**src/design/acctilt_pkg.sv**
```systemverilog
// shared constants, register indexes and arctangent table for the tilt filter
package acctilt_pkg;

    localparam int ANGLE_FRAC_BITS_DEF = 6;
    localparam int CORDIC_STEPS_DEF    = 16;

    localparam int ACC_W   = 16;  // accelerometer axis width
    localparam int PITCH_W = 14;
    localparam int ROLL_W  = 15;
    localparam int SERVO_W = 14;
    localparam int GAIN_W  = 9;
    localparam int ELIM_W  = 8;
    localparam int CFG_W   = 14;
    localparam int CFG_AW  = 2;

    localparam int SQ_W    = 32;  // y*y + z*z
    localparam int ROOT_W  = 16;
    localparam int OPND_W  = 17;  // cordic operands, signed
    localparam int VEC_W   = 34;  // cordic x/y datapath
    localparam int FINE_W  = 27;  // angle in 1/65536 degree

    localparam logic [CFG_AW-1:0] REG_FILTER_GAIN  = 2'd0;
    localparam logic [CFG_AW-1:0] REG_ERROR_LIMIT  = 2'd1;
    localparam logic [CFG_AW-1:0] REG_SERVO_OFFSET = 2'd2;
    localparam logic [CFG_AW-1:0] REG_SERVO_MAX    = 2'd3;

    // 180 degrees in 1/65536 degree
    localparam logic signed [FINE_W-1:0] DEG180_FINE = 27'sd11796480;

    // atan(2^-i) in 1/65536 degree
    function automatic logic [21:0] atan_fine(input logic [4:0] idx);
        logic [21:0] v;
        case (idx)
            5'd0:    v = 22'd2949120;
            5'd1:    v = 22'd1740967;
            5'd2:    v = 22'd919879;
            5'd3:    v = 22'd466945;
            5'd4:    v = 22'd234379;
            5'd5:    v = 22'd117304;
            5'd6:    v = 22'd58666;
            5'd7:    v = 22'd29335;
            5'd8:    v = 22'd14668;
            5'd9:    v = 22'd7334;
            5'd10:   v = 22'd3667;
            5'd11:   v = 22'd1833;
            5'd12:   v = 22'd917;
            5'd13:   v = 22'd458;
            5'd14:   v = 22'd229;
            5'd15:   v = 22'd115;
            5'd16:   v = 22'd57;
            5'd17:   v = 22'd29;
            5'd18:   v = 22'd14;
            5'd19:   v = 22'd7;
            5'd20:   v = 22'd4;
            5'd21:   v = 22'd2;
            5'd22:   v = 22'd1;
            default: v = 22'd0;
        endcase
        return v;
    endfunction

endpackage

```
**src/design/acctilt_sqrt.sv**
```systemverilog
// digit-serial integer square root, two operand bits per cycle
module acctilt_sqrt (
    input  logic                         clk,
    input  logic                         rst_n,
    input  logic                         start,
    input  logic [acctilt_pkg::SQ_W-1:0] operand,
    output logic                         done,
    output logic [acctilt_pkg::ROOT_W-1:0] root
);
    import acctilt_pkg::*;

    logic [SQ_W-1:0]   op_reg, op_next;
    logic [ROOT_W+1:0] rem_reg, rem_next;
    logic [ROOT_W-1:0] root_reg, root_next;
    logic [3:0]        cnt_reg, cnt_next;
    logic              busy_reg, busy_next;
    logic              done_reg, done_next;
    logic [ROOT_W+1:0] rem_sh, trial;

    always_comb
    begin
        rem_sh    = {rem_reg[ROOT_W-1:0], op_reg[SQ_W-1 -: 2]};
        trial     = {root_reg, 2'b01};
        op_next   = op_reg;
        rem_next  = rem_reg;
        root_next = root_reg;
        cnt_next  = cnt_reg;
        busy_next = busy_reg;
        done_next = 1'b0;
        if (start)
        begin
            op_next   = operand;
            rem_next  = '0;
            root_next = '0;
            cnt_next  = '0;
            busy_next = 1'b1;
        end
        else if (busy_reg)
        begin
            op_next = {op_reg[SQ_W-3:0], 2'b00};
            if (rem_sh >= trial)
            begin
                rem_next  = rem_sh - trial;
                root_next = {root_reg[ROOT_W-2:0], 1'b1};
            end
            else
            begin
                rem_next  = rem_sh;
                root_next = {root_reg[ROOT_W-2:0], 1'b0};
            end
            cnt_next = cnt_reg + 4'd1;
            if (cnt_reg == 4'd15)
            begin
                busy_next = 1'b0;
                done_next = 1'b1;
            end
        end
    end

    always_ff @(posedge clk or negedge rst_n)
    begin
        if (!rst_n)
        begin
            busy_reg <= 1'b0;
            done_reg <= 1'b0;
            cnt_reg  <= '0;
        end
        else
        begin
            busy_reg <= busy_next;
            done_reg <= done_next;
            cnt_reg  <= cnt_next;
        end
    end

    always_ff @(posedge clk)
    begin
        op_reg   <= op_next;
        rem_reg  <= rem_next;
        root_reg <= root_next;
    end

    assign done = done_reg;
    assign root = root_reg;
endmodule

```
**src/design/acctilt_cordic.sv**
```systemverilog
// vectoring cordic, one micro-rotation per cycle, angle in 1/65536 degree
module acctilt_cordic #(
    parameter int CORDIC_STEPS = acctilt_pkg::CORDIC_STEPS_DEF
) (
    input  logic                                 clk,
    input  logic                                 rst_n,
    input  logic                                 start,
    input  logic signed [acctilt_pkg::OPND_W-1:0] xa,
    input  logic signed [acctilt_pkg::OPND_W-1:0] ya,
    input  logic signed [acctilt_pkg::FINE_W-1:0] base,
    output logic                                 done,
    output logic signed [acctilt_pkg::FINE_W-1:0] angle
);
    import acctilt_pkg::*;

    localparam int CW = (CORDIC_STEPS > 1) ? $clog2(CORDIC_STEPS) : 1;

    logic signed [VEC_W-1:0]  x_reg, x_next, y_reg, y_next, dx, dy;
    logic signed [FINE_W-1:0] a_reg, a_next, t;
    logic [CW-1:0]            cnt_reg, cnt_next;
    logic                     busy_reg, busy_next, done_reg, done_next;

    always_comb
    begin
        dx        = y_reg >>> cnt_reg;
        dy        = x_reg >>> cnt_reg;
        t         = FINE_W'($signed({1'b0, atan_fine(5'(cnt_reg))}));
        x_next    = x_reg;
        y_next    = y_reg;
        a_next    = a_reg;
        cnt_next  = cnt_reg;
        busy_next = busy_reg;
        done_next = 1'b0;
        if (start)
        begin
            x_next   = VEC_W'(xa) <<< 14;
            y_next   = VEC_W'(ya) <<< 14;
            a_next   = base;
            cnt_next = '0;
            // zero vector gives the base angle
            if (xa == '0 && ya == '0)
                done_next = 1'b1;
            else
                busy_next = 1'b1;
        end
        else if (busy_reg)
        begin
            if (!y_reg[VEC_W-1])
            begin
                x_next = x_reg + dx;
                y_next = y_reg - dy;
                a_next = a_reg + t;
            end
            else
            begin
                x_next = x_reg - dx;
                y_next = y_reg + dy;
                a_next = a_reg - t;
            end
            cnt_next = cnt_reg + 1'b1;
            if (cnt_reg == CW'(CORDIC_STEPS - 1))
            begin
                busy_next = 1'b0;
                done_next = 1'b1;
            end
        end
    end

    always_ff @(posedge clk or negedge rst_n)
    begin
        if (!rst_n)
        begin
            busy_reg <= 1'b0;
            done_reg <= 1'b0;
            cnt_reg  <= '0;
        end
        else
        begin
            busy_reg <= busy_next;
            done_reg <= done_next;
            cnt_reg  <= cnt_next;
        end
    end

    always_ff @(posedge clk)
    begin
        x_reg <= x_next;
        y_reg <= y_next;
        a_reg <= a_next;
    end

    assign done  = done_reg;
    assign angle = a_reg;
endmodule

```
**src/design/accel_tilt_filter_servo_map.sv**
```systemverilog
// top level: sample check, sqrt and cordic sequencing, low-pass filters, servo map
// sequence: an invalid sample goes straight to the finish state; a valid sample runs two
// square states, the sqrt, two passes on one shared cordic, each followed by unit, multiply
// and accumulate states, then the finish state, which waits for a free output register
// flow: one transaction at a time; next input taken the cycle after the result is
// registered, so no new sample is taken before the last one is through
// reset: angle states and error count clear, registers return to their defaults
module accel_tilt_filter_servo_map #(
    parameter int ANGLE_FRAC_BITS = acctilt_pkg::ANGLE_FRAC_BITS_DEF,
    parameter int CORDIC_STEPS    = acctilt_pkg::CORDIC_STEPS_DEF
) (
    input  logic                                  clk,
    input  logic                                  rst_n,
    input  logic                                  cfg_we,
    input  logic [acctilt_pkg::CFG_AW-1:0]        cfg_addr,
    input  logic [acctilt_pkg::CFG_W-1:0]         cfg_data,
    input  logic                                  in_valid,
    output logic                                  in_ready,
    input  logic signed [acctilt_pkg::ACC_W-1:0]   accel_x,
    input  logic signed [acctilt_pkg::ACC_W-1:0]   accel_y,
    input  logic signed [acctilt_pkg::ACC_W-1:0]   accel_z,
    output logic                                  out_valid,
    input  logic                                  out_ready,
    output logic                                  updated,
    output logic                                  sensor_reset,
    output logic signed [acctilt_pkg::PITCH_W-1:0] pitch_out,
    output logic signed [acctilt_pkg::ROLL_W-1:0]  roll_out,
    output logic [acctilt_pkg::SERVO_W-1:0]        servo_angle
);
    import acctilt_pkg::*;

    localparam logic [3:0] S_IDLE = 4'd0;
    localparam logic [3:0] S_SQY  = 4'd1;
    localparam logic [3:0] S_SQZ  = 4'd2;
    localparam logic [3:0] S_SQRT = 4'd3;
    localparam logic [3:0] S_CORD = 4'd4;
    localparam logic [3:0] S_UNIT = 4'd5;
    localparam logic [3:0] S_MUL  = 4'd6;
    localparam logic [3:0] S_ACC  = 4'd7;
    localparam logic [3:0] S_DONE = 4'd8;

    localparam int SHR = 16 - ANGLE_FRAC_BITS;

    // configuration registers
    logic [GAIN_W-1:0]  gain_reg;
    logic [ELIM_W-1:0]  elim_reg;
    logic [SERVO_W-1:0] offset_reg, smax_reg;

    // control
    logic [3:0]  state_reg, state_next;
    logic        roll_reg, roll_next;
    logic [7:0]  ecnt_reg, ecnt_next;
    logic        upd_reg, upd_next, rst_req_reg, rst_req_next;

    // angle state
    logic signed [PITCH_W-1:0] pitch_reg, pitch_next;
    logic signed [ROLL_W-1:0]  roll_st_reg, roll_st_next;

    // payload
    logic signed [ACC_W-1:0]  x_reg, y_reg, z_reg;
    logic [SQ_W-1:0]          sqy_reg;
    logic signed [ROLL_W-1:0] units_reg, units_next;
    logic signed [26:0]       prod_reg;

    // output register
    logic                      ov_reg;
    logic                      o_upd_reg, o_rst_reg;
    logic signed [PITCH_W-1:0] o_pitch_reg;
    logic signed [ROLL_W-1:0]  o_roll_reg;
    logic [SERVO_W-1:0]        o_servo_reg, servo_val;

    // sub-units
    logic                     sq_start, sq_done, cd_start, cd_done;
    logic [SQ_W-1:0]          sq_op;
    logic [ROOT_W-1:0]        sq_root;
    logic signed [OPND_W-1:0] cd_xa, cd_ya;
    logic signed [FINE_W-1:0] cd_base, cd_angle;

    // datapath temporaries
    logic              accept, invalid, out_free;
    logic [7:0]        ecnt_inc;
    logic signed [FINE_W-1:0]  fine_rnd;
    logic signed [ROLL_W-1:0]  lo_lim, hi_lim, s_cur;
    logic signed [16:0]        diff;
    logic signed [GAIN_W:0]    gain_sat;
    logic signed [19:0]        acc_sum;
    logic signed [15:0]        servo_sum;

    assign accept   = in_valid && in_ready;
    assign in_ready = (state_reg == S_IDLE);
    assign out_free = !ov_reg || out_ready;
    assign invalid  = (accel_x == '0 && accel_y == '0 && accel_z == '0) ||
                      (accel_x == '1 && accel_y == '1 && accel_z == '1);
    assign ecnt_inc = (ecnt_reg == 8'hFF) ? ecnt_reg : ecnt_reg + 8'd1;

    // y*y is registered first; the sqrt takes y*y + z*z, with z*z added combinationally
    assign sq_start = (state_reg == S_SQZ);
    assign sq_op    = sqy_reg + SQ_W'($unsigned(SQ_W'(z_reg) * SQ_W'(z_reg)));

    // cordic operands: pitch uses (sqrt, -x), roll folds negative z by 180 degrees
    assign cd_start = (state_reg == S_SQRT && sq_done) || (state_reg == S_ACC && !roll_reg);
    always_comb
    begin
        if (state_reg == S_SQRT)
        begin
            cd_xa   = OPND_W'($signed({1'b0, sq_root}));
            cd_ya   = -OPND_W'(x_reg);
            cd_base = '0;
        end
        else if (!z_reg[ACC_W-1])
        begin
            cd_xa   = OPND_W'(z_reg);
            cd_ya   = OPND_W'(y_reg);
            cd_base = '0;
        end
        else
        begin
            cd_xa   = -OPND_W'(z_reg);
            cd_ya   = -OPND_W'(y_reg);
            cd_base = y_reg[ACC_W-1] ? -DEG180_FINE : DEG180_FINE;
        end
    end

    acctilt_sqrt u_sqrt (
        .clk     (clk),
        .rst_n   (rst_n),
        .start   (sq_start),
        .operand (sq_op),
        .done    (sq_done),
        .root    (sq_root)
    );

    acctilt_cordic #(
        .CORDIC_STEPS (CORDIC_STEPS)
    ) u_cordic (
        .clk   (clk),
        .rst_n (rst_n),
        .start (cd_start),
        .xa    (cd_xa),
        .ya    (cd_ya),
        .base  (cd_base),
        .done  (cd_done),
        .angle (cd_angle)
    );

    // angle limits and current filter state for the active channel
    always_comb
    begin
        if (roll_reg)
        begin
            lo_lim = ROLL_W'(-16384);
            hi_lim = ROLL_W'(16383);
            s_cur  = roll_st_reg;
        end
        else
        begin
            lo_lim = ROLL_W'(-8192);
            hi_lim = ROLL_W'(8191);
            s_cur  = ROLL_W'(pitch_reg);
        end
    end

    // round half up to output units, then saturate
    always_comb
    begin
        fine_rnd = (cd_angle + (FINE_W'(1) <<< (SHR - 1))) >>> SHR;
        if (fine_rnd < FINE_W'(lo_lim))
            units_next = lo_lim;
        else if (fine_rnd > FINE_W'(hi_lim))
            units_next = hi_lim;
        else
            units_next = ROLL_W'(fine_rnd);
    end

    assign gain_sat = (gain_reg > GAIN_W'(256)) ? (GAIN_W+1)'(256)
                                                : (GAIN_W+1)'(gain_reg);
    assign diff     = 17'(units_reg) - 17'(s_cur);
    assign acc_sum  = 20'(s_cur) + 20'(prod_reg >>> 8);

    // servo map on the current filtered pitch
    always_comb
    begin
        servo_sum = 16'(pitch_reg) + 16'($signed({2'b00, offset_reg}));
        if (servo_sum < 16'sd0)
            servo_val = '0;
        else if (servo_sum > 16'($signed({2'b00, smax_reg})))
            servo_val = smax_reg;
        else
            servo_val = SERVO_W'(servo_sum);
    end

    // sequencer
    always_comb
    begin
        state_next   = state_reg;
        roll_next    = roll_reg;
        ecnt_next    = ecnt_reg;
        upd_next     = upd_reg;
        rst_req_next = rst_req_reg;
        pitch_next   = pitch_reg;
        roll_st_next = roll_st_reg;
        case (state_reg)
            S_IDLE:
            begin
                if (accept)
                begin
                    roll_next = 1'b0;
                    if (invalid)
                    begin
                        upd_next = 1'b0;
                        if (ecnt_inc > elim_reg)
                        begin
                            rst_req_next = 1'b1;
                            ecnt_next    = '0;
                        end
                        else
                        begin
                            rst_req_next = 1'b0;
                            ecnt_next    = ecnt_inc;
                        end
                        state_next = S_DONE;
                    end
                    else
                    begin
                        upd_next     = 1'b1;
                        rst_req_next = 1'b0;
                        ecnt_next    = '0;
                        state_next   = S_SQY;
                    end
                end
            end
            S_SQY:  state_next = S_SQZ;
            S_SQZ:  state_next = S_SQRT;
            S_SQRT:
            begin
                if (sq_done)
                    state_next = S_CORD;
            end
            S_CORD:
            begin
                if (cd_done)
                    state_next = S_UNIT;
            end
            S_UNIT: state_next = S_MUL;
            S_MUL:  state_next = S_ACC;
            S_ACC:
            begin
                if (roll_reg)
                begin
                    if (acc_sum < 20'(lo_lim))
                        roll_st_next = lo_lim;
                    else if (acc_sum > 20'(hi_lim))
                        roll_st_next = hi_lim;
                    else
                        roll_st_next = ROLL_W'(acc_sum);
                    state_next = S_DONE;
                end
                else
                begin
                    if (acc_sum < 20'(lo_lim))
                        pitch_next = PITCH_W'(lo_lim);
                    else if (acc_sum > 20'(hi_lim))
                        pitch_next = PITCH_W'(hi_lim);
                    else
                        pitch_next = PITCH_W'(acc_sum);
                    roll_next  = 1'b1;
                    state_next = S_CORD;
                end
            end
            S_DONE:
            begin
                if (out_free)
                    state_next = S_IDLE;
            end
            default: state_next = S_IDLE;
        endcase
    end

    always_ff @(posedge clk or negedge rst_n)
    begin
        if (!rst_n)
        begin
            state_reg   <= S_IDLE;
            roll_reg    <= 1'b0;
            ecnt_reg    <= '0;
            upd_reg     <= 1'b0;
            rst_req_reg <= 1'b0;
            pitch_reg   <= '0;
            roll_st_reg <= '0;
            gain_reg    <= GAIN_W'(102);
            elim_reg    <= ELIM_W'(5);
            offset_reg  <= SERVO_W'(5760);
            smax_reg    <= SERVO_W'(11520);
            ov_reg      <= 1'b0;
        end
        else
        begin
            state_reg   <= state_next;
            roll_reg    <= roll_next;
            ecnt_reg    <= ecnt_next;
            upd_reg     <= upd_next;
            rst_req_reg <= rst_req_next;
            pitch_reg   <= pitch_next;
            roll_st_reg <= roll_st_next;
            if (cfg_we)
            begin
                case (cfg_addr)
                    REG_FILTER_GAIN:  gain_reg   <= cfg_data[GAIN_W-1:0];
                    REG_ERROR_LIMIT:  elim_reg   <= cfg_data[ELIM_W-1:0];
                    REG_SERVO_OFFSET: offset_reg <= cfg_data[SERVO_W-1:0];
                    REG_SERVO_MAX:    smax_reg   <= cfg_data[SERVO_W-1:0];
                    default:          ;
                endcase
            end
            // output register: load on finish, clear when taken
            if (state_reg == S_DONE && out_free)
                ov_reg <= 1'b1;
            else if (out_ready)
                ov_reg <= 1'b0;
        end
    end

    // payload registers
    always_ff @(posedge clk)
    begin
        if (accept)
        begin
            x_reg <= accel_x;
            y_reg <= accel_y;
            z_reg <= accel_z;
        end
        if (state_reg == S_SQY)
            sqy_reg <= SQ_W'($unsigned(SQ_W'(y_reg) * SQ_W'(y_reg)));
        if (state_reg == S_CORD && cd_done)
            units_reg <= units_next;
        if (state_reg == S_MUL)
            prod_reg <= 27'(diff) * 27'(gain_sat);
        if (state_reg == S_DONE && out_free)
        begin
            o_upd_reg   <= upd_reg;
            o_rst_reg   <= rst_req_reg;
            o_pitch_reg <= pitch_reg;
            o_roll_reg  <= roll_st_reg;
            o_servo_reg <= servo_val;
        end
    end

    assign out_valid    = ov_reg;
    assign updated      = o_upd_reg;
    assign sensor_reset = o_rst_reg;
    assign pitch_out    = o_pitch_reg;
    assign roll_out     = o_roll_reg;
    assign servo_angle  = o_servo_reg;

    // a sensor reset request only comes with a held sample
    a_rst_not_upd: assert property (@(posedge clk) disable iff (!rst_n)
        out_valid && sensor_reset |-> !updated)
        else $error("sensor reset with updated angles");

    // a new result is only loaded from the finish state
    a_load_from_done: assert property (@(posedge clk) disable iff (!rst_n)
        $rose(out_valid) |-> $past(state_reg == S_DONE))
        else $error("result loaded outside finish state");

    // cordic never restarted while an input could be accepted
    a_cordic_busy: assert property (@(posedge clk) disable iff (!rst_n)
        cd_start |-> !in_ready)
        else $error("cordic started while idle");
endmodule

```
**config.mk**
```make
export PLATFORM = sky130hd
export DESIGN_NAME = accel_tilt_filter_servo_map
export DESIGN_NICKNAME = d
export VERILOG_FILES = /design/src/design/acctilt_pkg.sv /design/src/design/acctilt_sqrt.sv /design/src/design/acctilt_cordic.sv /design/src/design/accel_tilt_filter_servo_map.sv
export SDC_FILE = /design/constraint.sdc
export NUM_CORES = 2
export LEC_CHECK = 0
export BUFFER_PORTS_ARGS = -buffer_cell sky130_fd_sc_hd__buf_2
export CORE_UTILIZATION = 32
export CTS_CLUSTER_DIAMETER = 80
export DETAILED_ROUTE_END_ITERATION = 10
export GPL_ROUTABILITY_DRIVEN = 0
export PLACE_DENSITY = 0.53
export REMOVE_ABC_BUFFERS = 1
export SYNTH_ARGS = -nofsm -noshare
export SYNTH_HDL_FRONTEND = slang
export SYNTH_HIERARCHICAL = 1
export SYNTH_SLANG_ARGS = --single-unit
```
**constraint.sdc**
```tcl
create_clock -name clk -period 10.72 [get_ports clk]
set_clock_uncertainty 0.2 [all_clocks]
set_input_delay 2.144 -clock clk [delete_from_list [all_inputs] [get_ports clk]]
set_output_delay 2.144 -clock clk [all_outputs]
set_load 0.02 [all_outputs]
```
==> qor.yml <==
status:
  outcome: "complete, no violations"
clocking:
  worst_setup_hold_path_clk_slew_ns: 0.07
  post_cts_resized: 0
  root_buffer: "sky130_fd_sc_hd__clkbuf_16"
  tritoncts: "done"
  ctsHoldBuffers: 0
  cts.repair_timing.setup_buffer_count: 0
  cts_sinks: 418
  cts_buffer_depth: 3
  cts_htree_levels: 2
  numCtsBuffers: 60
  clock_insertion_delay_worst_skew_ns: 0.75
power_and_ir_drop:
  swShare: 0.446
  p_per_area_nw_per_um2: 206
  power_leakage_nw: 27.5
  power.share.clock: 0.166
  comb_power_share: 0.609
  switching_power_w: 0.00559
  irDropWorstVdd_uv: 139
  power.share.sequential: 0.225
  cellInternalPower_w: 0.00695
drt:
  drt_iter0_drcs: 2722
  remaining_routing_drc_violations: 0
  routed-via-count: 42500
  total_length_of_routed_met3_wires_mm: 7.54
  routed_via_density: 5.12
  wl_met1_mm: 68.8
  wl_mm: 158
  wire_length_on_met2_mm: 76.6
  wl_per_cell_um: 19.0
  highest-signal-layer: "met5"
  antenna_violating_nets_left: 0
  drt-pass1-iter-count: 6
yosys:
  synth.mux.area_fraction: 0.0774
  synth_edf_count: 256
  main_combinational_cell_family_by_area_after_synthesis: "adder cells"
  synth_largest_type_area_fraction: 0.228
  asyncSetResetFlopFracSynth: 0.244
  synthSimpleGateAreaFrac: 0.140
  synth-compound-area-share: 0.119
  synth-adder-area-share: 0.328
  synth.top_cells.by_area: "sky130_fd_sc_hd__fa_1 23%, sky130_fd_sc_hd__edfxtp_1 14%, sky130_fd_sc_hd__ha_1 10%"
  synthesis.instances: 5888
  largest_area_contributor_in_the_synthesized_netlist: "sky130_fd_sc_hd__fa_1"
  yosys_warnings: 6
  synth-main-ff-cell: "sky130_fd_sc_hd__edfxtp_1"
  netlist-cell-type-count: 122
  synth.ff_latch_count: 418
  mean_instance_size_in_the_synthesized_netlist_um2: 9.48
  post-synth-top-count-cell: "sky130_fd_sc_hd__inv_1"
  synth.cell_area_um2: 55800
  yosys.area_share.xor_xnor: 0.0558
  synth_common_cells: "800 x sky130_fd_sc_hd__inv_1, 636 x sky130_fd_sc_hd__fa_1, 577 x sky130_fd_sc_hd__nand2_1"
  synth-seq-area-share: 0.205
worst_setup_path:
  critical_path_buf_inv_count: 4
  setup.worst_path.class: "register to register"
  cp_common_cell: "sky130_fd_sc_hd__fa_1"
  critical_path_peak_fanout: 8
  cp_data_arrival_time_ns: 9.25
  critPathRequiredTime_ns: 10.95
  critPathSlowestCell: "sky130_fd_sc_hd__nor3_1"
  setup.worst_path.start_class: "register"
  slowest_delay_ns: 0.74
  path_delay_family: "adder cells"
  worst_r2r_startpoint: "roll_reg$_DFFE_PN0P_"
  worst_setup_path_end_kind: "register"
  worst_setup_path_startpoint: "roll_reg$_DFFE_PN0P_"
final_layout:
  final_nets: 7078
  finish.instance_area_um2: 61000
  final.fill_count: 17600
  layoutNonFillerInstCount: 8297
  area_growth_syn_to_layout_pct: 9.26
  multiInputGateArea_um2: 40400
  register_area_um2: 11500
  proportion_of_layout_cells_with_a_drive_suffix_above_1: 0.0998
  utilization_after_layout: 0.354
die:
  floorplan.initialDensity: 0.324
  floorplan.die_area_um2: 176000
  placeableCoreArea_um2: 172000
  floorplan.die.height_um: 420
  die_width_um: 420
  top_level_ports: 116
  rows: 152
sta:
  setup-tns-final_ns: 0
  final-max-slew-violation-count: 0
  final_min_period_over_clock_period: 0.842
  number_of_hold_violations_in_the_final_report: 0
  whs_ns: 0.276
  tmin_final_ns: 9.03
  finalSetupViolations: 0
  worstMarginPinSlew_ns: 1.18
  slew-limit-headroom: 0.209
  setup_repair_after_global_routing_missed_its_margin: "no"
  max_freq_ghz: 0.111
placement:
  place.detailed.hpwl_mm: 125
  placed_area_um2: 58900
  numPlacedInstances: 8175
  numPortBuffers: 115
worst_hold_path:
  holdCritPathClass: "register to register"
  timing.hold.worst.start: "roll_st_reg[1]$_DFFE_PN0P_"
global_routing:
  antenna_found_initial: 19
  first_global_vias: 43500
  track_usage: 0.180
  grt_pass1_wl_mm: 248
  grt_start_max_net_pins: 74
  globalRoute.totalOverflow: 0
run:
  max_capacitance_violation_count: 0
cells in the final DEF, fill, tap and decap left out, types with 41 or more instances in the layout:
master                      netlist  routed
sky130_fd_sc_hd__ha_1           446     446
sky130_fd_sc_hd__and3_1          44      44
sky130_fd_sc_hd__a21o_1          96      96
sky130_fd_sc_hd__a21oi_1        280     280
sky130_fd_sc_hd__nand3_1         90      90
sky130_fd_sc_hd__mux2i_1         99      99
sky130_fd_sc_hd__mux2_2         137     137
sky130_fd_sc_hd__edfxtp_1       256     256
sky130_fd_sc_hd__xor2_1         137     137
sky130_fd_sc_hd__inv_1          800     798
sky130_fd_sc_hd__buf_4           11      71
sky130_fd_sc_hd__o21ai_0        240     240
sky130_fd_sc_hd__nand2b_1        59      59
sky130_fd_sc_hd__nor2_1         402     402
sky130_fd_sc_hd__nand4_1         44      44
sky130_fd_sc_hd__a31oi_1         52      52
sky130_fd_sc_hd__mux4_2          56      56
sky130_fd_sc_hd__nor4_1          44      41
sky130_fd_sc_hd__dfxtp_1         60      60
sky130_fd_sc_hd__nand2_1        577     576
sky130_fd_sc_hd__buf_2           12     114
sky130_fd_sc_hd__nor3_1          74      72
sky130_fd_sc_hd__and2_1         109     109
sky130_fd_sc_hd__dfrtp_1         88      83
sky130_fd_sc_hd__xnor2_1        219     219
sky130_fd_sc_hd__clkbuf_16        0      60
sky130_fd_sc_hd__nor2b_1         61      60
sky130_fd_sc_hd__fa_1           636     636
per-layer routing:
layer  up-vias  track usage
met5         -            0
met4         2       0.0596
met3       214       0.0232
met2      1009        0.306
met1     21200        0.234
li1      20100            -
cell type report:
cell class,count,share of cell area
multi-input cells,4447,0.662
flip-flops and latches,418,0.188
repair buffers,185,0.0181
well taps,2310,0.0474
inverters,815,0.0501
clock buffers,67,0.0252
diodes,8,0.000328
clock inverters,47,0.00882
power groups by stage:
stage	Clock, W	Sequential, W	Combinational, W
floorplan	0	0.00262	0.00601
global placement	0	0.00283	0.00747
detailed placement	0	0.00283	0.00757
CTS	0.00215	0.00280	0.00761
global route	0.00221	0.00284	0.00857
finish	0.00208	0.00282	0.00764
through the flow:
stage	setup slack, ns	total power (W)
5_1_grt	0.873	0.0136
3_3_place_gp	1.77	0.0103
3_5_place_dp	1.72	0.0104
6_report	1.69	0.0125
4_1_cts	1.59	0.0126
2_1_floorplan	2.36	0.00863
cells by family after synthesis:
family | after synthesis
AND/OR/NAND/NOR | 1644
adder cells (fa/ha/maj) | 1082
AO/OA/AOI/OAI | 1028
multiplexers | 316
XOR/XNOR | 356
buffers and inverters | 1043
other | 1
flip-flops | 418
path summary, 6_finish.rpt:
kind / to / slack (ns) / depth (start not counted)
max: prod_reg[24]$_DFFE_PN_ / 1.69 / 27
min reg2reg: roll_out[1]$_DFFE_PP_ / 0.28 / 0
min: roll_out[1]$_DFFE_PP_ / 0.28 / 0
min in group asynchronous: smax_reg[12]$_DFFE_PN0P_ / 1.27 / 1
max reg2reg: prod_reg[24]$_DFFE_PN_ / 1.69 / 27
max in group asynchronous: u_cordic/cnt_reg[1]$_DFFE_PN0P_ / 7.68 / 2
Note: power is estimated with default switching activity, not from simulation.
